**src/rtl/sis_pkg.sv**
```systemverilog
// sis_pkg: shared constants, record type and sequencer states of the stable insertion sorter
`default_nettype none
package sis_pkg;

  localparam int unsigned MaxNodes = 32;
  localparam int unsigned AddrW    = (MaxNodes > 1) ? $clog2(MaxNodes) : 1;
  localparam int unsigned CountW   = $clog2(MaxNodes + 1);
  localparam int unsigned KeyW     = 16;
  localparam int unsigned TagW     = 8;
  localparam int unsigned RecW     = KeyW + TagW;

  typedef struct packed {
    logic [KeyW-1:0] key;
    logic [TagW-1:0] tag;
  } sis_rec_t;

  typedef enum logic [2:0] {
    SIdle,
    SRead,
    SWrite,
    SEmitRd,
    SEmitLd,
    SEmitOut
  } sis_state_e;

endpackage
`default_nettype wire

```
**src/rtl/sis_ram.sv**
```systemverilog
// sis_ram: generic single write port, single read port ram with registered read
`default_nettype none
module sis_ram #(
  parameter int unsigned Width = 8,
  parameter int unsigned Depth = 16
) (
  input  wire  logic                            clk_i,
  input  wire  logic                            we_i,
  input  wire  logic [$clog2(Depth > 1 ? Depth : 2)-1:0] waddr_i,
  input  wire  logic [Width-1:0]                wdata_i,
  input  wire  logic [$clog2(Depth > 1 ? Depth : 2)-1:0] raddr_i,
  output logic       [Width-1:0]                rdata_o
);

  logic [Width-1:0] mem_q [Depth];

  always_ff @(posedge clk_i) begin
    if (we_i) begin
      mem_q[waddr_i] <= wdata_i;
    end
    rdata_o <= mem_q[raddr_i];
  end

endmodule
`default_nettype wire

```
**src/rtl/stable_insertion_sorter_unit.sv**
```systemverilog
// stable_insertion_sorter_unit: sequenced stable insertion sort over a record ram
//
// Input channel (in_valid_i / in_ready_o) takes one record per transfer: a
// 16-bit order key, an 8-bit tag and a last mark. Records are kept in key
// order in a MaxNodes-entry ram; equal keys keep their arrival order.
// Inserting a record walks the stored entries from the top through a single
// compare-and-shift step, one entry per cycle, sharing the ram's one read and
// one write port, and in_ready_o is low meanwhile.
// A record that meets a full store is dropped and sets the overflow flag.
// A record marked last is stored first (or dropped on a full store), then the
// whole store is sent on the output channel (out_valid_o / out_ready_i) in
// ascending key order via a registered ram read and an output register, one
// at a time, the final one with last_out_o high, each carrying overflowed_o.
// A stalled receiver simply holds the output register; no input is taken
// until the run ends, after which the count and the flag are clear.
// Reset empties the store (count zero, flag clear) with no clearing pass.
`default_nettype none
module stable_insertion_sorter_unit
  import sis_pkg::*;
(
  input  wire  logic            clk_i,
  input  wire  logic            rst_ni,
  input  wire  logic            in_valid_i,
  output logic                  in_ready_o,
  input  wire  logic [KeyW-1:0] order_key_i,
  input  wire  logic [TagW-1:0] record_tag_i,
  input  wire  logic            last_item_i,
  output logic                  out_valid_o,
  input  wire  logic            out_ready_i,
  output logic       [KeyW-1:0] sorted_key_o,
  output logic       [TagW-1:0] sorted_tag_o,
  output logic                  overflowed_o,
  output logic                  last_out_o
);

  localparam logic [CountW-1:0] FullCount = CountW'(MaxNodes);
  localparam logic [CountW-1:0] One       = CountW'(1);
  localparam logic [CountW-1:0] Two       = CountW'(2);

  sis_state_e state_q, state_d;
  logic [CountW-1:0] count_q, count_d;
  logic [CountW-1:0] pos_q, pos_d;
  logic [CountW-1:0] idx_q, idx_d;
  logic              ovf_q, ovf_d;
  logic [KeyW-1:0]   key_q, key_d;
  logic [TagW-1:0]   tag_q, tag_d;
  logic              last_q, last_d;

  logic [KeyW-1:0]   out_key_q, out_key_d;
  logic [TagW-1:0]   out_tag_q, out_tag_d;
  logic              out_ovf_q, out_ovf_d;
  logic              out_last_q, out_last_d;

  logic              ram_we;
  logic [AddrW-1:0]  ram_waddr;
  logic [RecW-1:0]   ram_wdata;
  logic [AddrW-1:0]  ram_raddr;
  logic [RecW-1:0]   ram_rdata;
  sis_rec_t          rd_rec;
  sis_rec_t          new_rec;
  logic [CountW-1:0] pos_m1, pos_m2, count_m1;

  sis_ram #(
    .Width(RecW),
    .Depth(MaxNodes)
  ) u_store (
    .clk_i  (clk_i),
    .we_i   (ram_we),
    .waddr_i(ram_waddr),
    .wdata_i(ram_wdata),
    .raddr_i(ram_raddr),
    .rdata_o(ram_rdata)
  );

  assign rd_rec   = sis_rec_t'(ram_rdata);
  assign new_rec  = '{key: key_q, tag: tag_q};
  assign pos_m1   = pos_q - One;
  assign pos_m2   = pos_q - Two;
  assign count_m1 = count_q - One;

  always_ff @(posedge clk_i or negedge rst_ni) begin
    if (!rst_ni) begin
      state_q <= SIdle;
      count_q <= '0;
      ovf_q   <= 1'b0;
    end else begin
      state_q <= state_d;
      count_q <= count_d;
      ovf_q   <= ovf_d;
    end
  end

  always_ff @(posedge clk_i) begin
    pos_q      <= pos_d;
    idx_q      <= idx_d;
    key_q      <= key_d;
    tag_q      <= tag_d;
    last_q     <= last_d;
    out_key_q  <= out_key_d;
    out_tag_q  <= out_tag_d;
    out_ovf_q  <= out_ovf_d;
    out_last_q <= out_last_d;
  end

  always_comb begin
    state_d    = state_q;
    count_d    = count_q;
    ovf_d      = ovf_q;
    pos_d      = pos_q;
    idx_d      = idx_q;
    key_d      = key_q;
    tag_d      = tag_q;
    last_d     = last_q;
    out_key_d  = out_key_q;
    out_tag_d  = out_tag_q;
    out_ovf_d  = out_ovf_q;
    out_last_d = out_last_q;
    ram_we     = 1'b0;
    ram_waddr  = pos_q[AddrW-1:0];
    ram_wdata  = ram_rdata;
    ram_raddr  = pos_m2[AddrW-1:0];
    in_ready_o = 1'b0;

    case (state_q)
      SIdle: begin
        in_ready_o = 1'b1;
        ram_raddr  = count_m1[AddrW-1:0];
        if (in_valid_i) begin
          key_d  = order_key_i;
          tag_d  = record_tag_i;
          last_d = last_item_i;
          idx_d  = '0;
          pos_d  = count_q;
          if (count_q >= FullCount) begin
            // store full: drop the record
            ovf_d   = 1'b1;
            state_d = last_item_i ? SEmitRd : SIdle;
          end else if (count_q == '0) begin
            state_d = SWrite;
          end else begin
            state_d = SRead;
          end
        end
      end
      SRead: begin
        // entry at pos - 1 is on the read port
        if (rd_rec.key > key_q) begin
          ram_we    = 1'b1;
          ram_wdata = ram_rdata;
          pos_d     = pos_m1;
          state_d   = (pos_q == One) ? SWrite : SRead;
        end else begin
          state_d = SWrite;
        end
      end
      SWrite: begin
        ram_we    = 1'b1;
        ram_wdata = new_rec;
        count_d   = count_q + One;
        state_d   = last_q ? SEmitRd : SIdle;
      end
      SEmitRd: begin
        ram_raddr = idx_q[AddrW-1:0];
        state_d   = SEmitLd;
      end
      SEmitLd: begin
        out_key_d  = rd_rec.key;
        out_tag_d  = rd_rec.tag;
        out_ovf_d  = ovf_q;
        out_last_d = (idx_q == count_m1);
        state_d    = SEmitOut;
      end
      SEmitOut: begin
        if (out_ready_i) begin
          if (out_last_q) begin
            count_d = '0;
            ovf_d   = 1'b0;
            state_d = SIdle;
          end else begin
            idx_d   = idx_q + One;
            state_d = SEmitRd;
          end
        end
      end
      default: begin
        state_d = SIdle;
      end
    endcase
  end

  assign out_valid_o  = (state_q == SEmitOut);
  assign sorted_key_o = out_key_q;
  assign sorted_tag_o = out_tag_q;
  assign overflowed_o = out_ovf_q;
  assign last_out_o   = out_last_q;

  a_count_bound: assert property (@(posedge clk_i) disable iff (!rst_ni)
    count_q <= FullCount)
    else $error("record count above store size");

  a_ready_valid_excl: assert property (@(posedge clk_i) disable iff (!rst_ni)
    !(in_ready_o && out_valid_o))
    else $error("input ready during emission");

  a_run_clears: assert property (@(posedge clk_i) disable iff (!rst_ni)
    (out_valid_o && out_ready_i && last_out_o) |=> (count_q == '0 && !ovf_q))
    else $error("count or flag not cleared after final transfer");

  a_shift_pos: assert property (@(posedge clk_i) disable iff (!rst_ni)
    (state_q == SRead) |-> (pos_q != '0 && pos_q <= count_q))
    else $error("shift position out of range");

  a_emit_nonempty: assert property (@(posedge clk_i) disable iff (!rst_ni)
    (state_q == SEmitRd) |-> (count_q != '0 && idx_q < count_q))
    else $error("emission index out of range");

endmodule
`default_nettype wire

```
**config.mk**
```make
export PLATFORM = sky130hd
export DESIGN_NAME = stable_insertion_sorter_unit
export DESIGN_NICKNAME = d
export VERILOG_FILES = /design/src/rtl/sis_pkg.sv /design/src/rtl/sis_ram.sv /design/src/rtl/stable_insertion_sorter_unit.sv
export SDC_FILE = /design/constraint.sdc
export NUM_CORES = 1
export LEC_CHECK = 0
export BUFFER_PORTS_ARGS = -buffer_cell sky130_fd_sc_hd__buf_2
export CAP_MARGIN = 20
export CORE_MARGIN = 10
export CORE_UTILIZATION = 40
export DETAILED_ROUTE_END_ITERATION = 6
export PLACE_DENSITY = 0.62
export SYNTH_ARGS = -nofsm -noshare
export SYNTH_HDL_FRONTEND = slang
export SYNTH_HIERARCHICAL = 1
export SYNTH_SLANG_ARGS = --single-unit
```
**constraint.sdc**
```tcl
create_clock -name clk_i -period 3.8 [get_ports clk_i]
set_input_delay 0.38 -clock clk_i [delete_from_list [all_inputs] [get_ports clk_i]]
set_output_delay 0.38 -clock clk_i [all_outputs]
set_load 0.005 [all_outputs]
```
==> reports/metrics.cfg <==
[routing]
routedWlPerCell_um=23.21
first_iter_violations=1586
drt_first_pass_iters=5
wl_um=80600
num_vias=18740
ant_nets=0
avgViaCountPerCell=5.397
drc=0

[finish]
layout-drive-gt1-share_pct=16.36
fin_nets=2307
antenna_cells=0
syn_to_final_growth_pct=17.25
final_cells=3473

[timing]
min_period_ns=3.566
max_slew_margin_pct=32.49
fin_crit_sh_pct=93.84
slew_violations=0
hold_violations=0
fin_setup_tns_ns=0
rsz0062_at_grt=no
setup_ws_ns=0.2343
worst_pin_slew_ns=1.009
fmax_mhz=280.4
setup_viol=0
fin_worst_skew_ns=0.02475
hold_slack_ns=0.1182

[floorplanning]
start_util_pct=40.30
row_count=107
die_h_um=312.7
die_area_mm2=0.09776
core_area_mm2=0.08501
die_w_um=312.7
ios=57

[placement]
dpl_worst_slack_ns=0.2687
dpl.hpwl_um=49600
portBuffers=56
place_congestion=0.8121
placedCellCount=3280

[clock_network]
worstSkewPairLatency_ns=0.65
numCtsBuffers=89
clock-sinks=865
path_clk_slew_ns=0.06
tritoncts=done
postCtsSetupBuffers=0
cts_resized=0
cts_buffer_depth=3
htreeDepth=3
clockRootBuffer=clkbuf_16

[setup_path]
crit_type=flop to flop
start_kind=flop
endpoint_kind=flop
cp_max_fo=18
crit_required_ns=4.13
arrival_ns=3.90

[global_routing]
grtUsageMet2_pct=26.18
antenna_found_initial=0
grt_pass1_vias=19080
grt_overflow=0
grt_max_degree=76
grtUsageTotal_pct=16.16
grtUsageMet3_pct=2.705
grt_pass1_wl_um=121400
grt_use_met1_pct=22.28
busiest_layer=met2

[yosys]
synth_cell_type_count=53
netlist_area_mm2=0.03426
syn-instance-count=2062
synth_edf_count=831
synth_nets=2115
synth_seq_area_share_pct=74.97
synth_ff_type=edfxtp_1
yosys_register_bits=865
syn_area_per_cell_um2=16.62
ys_warn_count=6
async_flop_share_pct=1.156

[worst_hold_path]
worstHoldPathType=input pin to asynchronous set/reset pin

[flow_run]
maxCapViolations=0

[outcome]
outcome=finished clean

==> layer usage <==
layer  routed length (um)  vias to the layer above
met5                    0                        -
met4                 1677                        0
met3                 5144                      111
met2                38730                      589
met1                35050                     9636
li1                     -                     8408
==> cells in the final DEF (no fill, tap or decap), types with 48 or more instances in the layout <==
cell       instances
edfxtp_1         831
mux2i_1          385
nand2_1          133
buf_4            105
a21oi_1           92
clkbuf_16         90
nand3_1           80
a22oi_1           72
buf_2             56
a22o_1            48
==> worst paths after layout <==
path	start	endpoint	slack, ns	cells after the start
worst max-delay path	key_q[13]	u_store/mem_q[12][15]	0.23	11
worst min-delay path	rst_ni	count_q[3]	0.12	2
worst max register to register	key_q[13]	u_store/mem_q[12][15]	0.23	11
worst min register to register	u_store/rdata_o[1]	sorted_tag_o[1]	0.43	0
max in group asynchronous	rst_ni	state_q[1]	3.48	2
min in group clk_i	out_ready_i	state_q[2]	0.15	3
==> final cells by class <==
class	instances	area, um^2
clock buffers	116	2370
clock inverters	50	595.6
fillers	7156	44840
inverters	25	95.09
multi-input cells	1059	8118
flip-flops and latches	865	25680
well taps	1144	1431
repair buffers	214	1877
==> state kept, by name (all words and copies together), names as in the netlist <==
register         flops
key_q               16
tag_q                8
state_q              3
sorted_key_o        16
last_q               1
count_q              6
ovf_q                1
pos_q                6
sorted_tag_o         8
overflowed_o         1
last_out_o           1
idx_q                6
u_store/rdata_o     24
u_store/mem_q      768
==> synth_stat cells, types with 4 or more instances <==
cell type | instances | area, um^2
edfxtp_1 | 831 | 24950
nand4_1 | 5 | 31.28
buf_1 | 4 | 15.01
nand3_1 | 80 | 400.4
clkbuf_1 | 35 | 131.4
dfrtp_1 | 10 | 250.2
nor2b_1 | 7 | 43.79
inv_1 | 24 | 90.09
a22o_1 | 48 | 420.4
a22oi_1 | 72 | 540.5
xor2_1 | 7 | 61.31
nor3_1 | 28 | 140.1
buf_4 | 13 | 97.59
nor2_1 | 58 | 217.7
nand2_1 | 134 | 503.0
and2_1 | 5 | 31.28
buf_2 | 38 | 190.2
dfxtp_1 | 24 | 480.5
mux2i_1 | 385 | 3854
o221ai_1 | 4 | 35.03
ha_1 | 24 | 300.3
a21oi_1 | 92 | 460.4
a31oi_1 | 25 | 156.4
o21ai_0 | 34 | 170.2
buf_6 | 22 | 247.7
xnor2_1 | 13 | 113.9
nand3b_1 | 5 | 37.54
==> through the flow <==
stage,area [um^2],util (%)
final,40170,47.25
after global routing,40170,47.25
after CTS,40140,47.22
after detailed placement,36920,43.43
after global placement,36920,43.43
after floorplan,34260,-
==> cells by family (layout without fill, tap and decap cells) <==
kind of cell | Yosys count | in the layout | share of synthesized area (%)
AOI/OAI and AO/OA | 288 | 288 | 5.500
buffers and inverters | 138 | 405 | 2.290
muxes | 386 | 386 | 11.28
xor gates and xnor gates | 20 | 20 | 0.5113
and+or+nand+nor | 341 | 341 | 4.572
adders and majority gates | 24 | 24 | 0.8765
DFF | 865 | 865 | 74.97
==> what timing repair did <==
action	in CTS	in global routing
hold endpoints to repair	35	0
endpoints found under the setup margin	0	0
hold buffers	26	0
==> worst max-delay path, cell delays in order (launching register included) <==
cell      delay (ns)
edfxtp_1        0.32
inv_1           0.07
ha_1            0.31
nand4_1         0.16
nor3_1          0.30
a21boi_0        0.23
nand4b_1        0.21
and2_1          0.23
a21o_1          0.19
or3b_2          0.72
nor2_2          0.21
buf_4           0.29
Power is not shown: default switching activity piles up to over one toggle a cycle in this logic, so the estimate is an artifact.
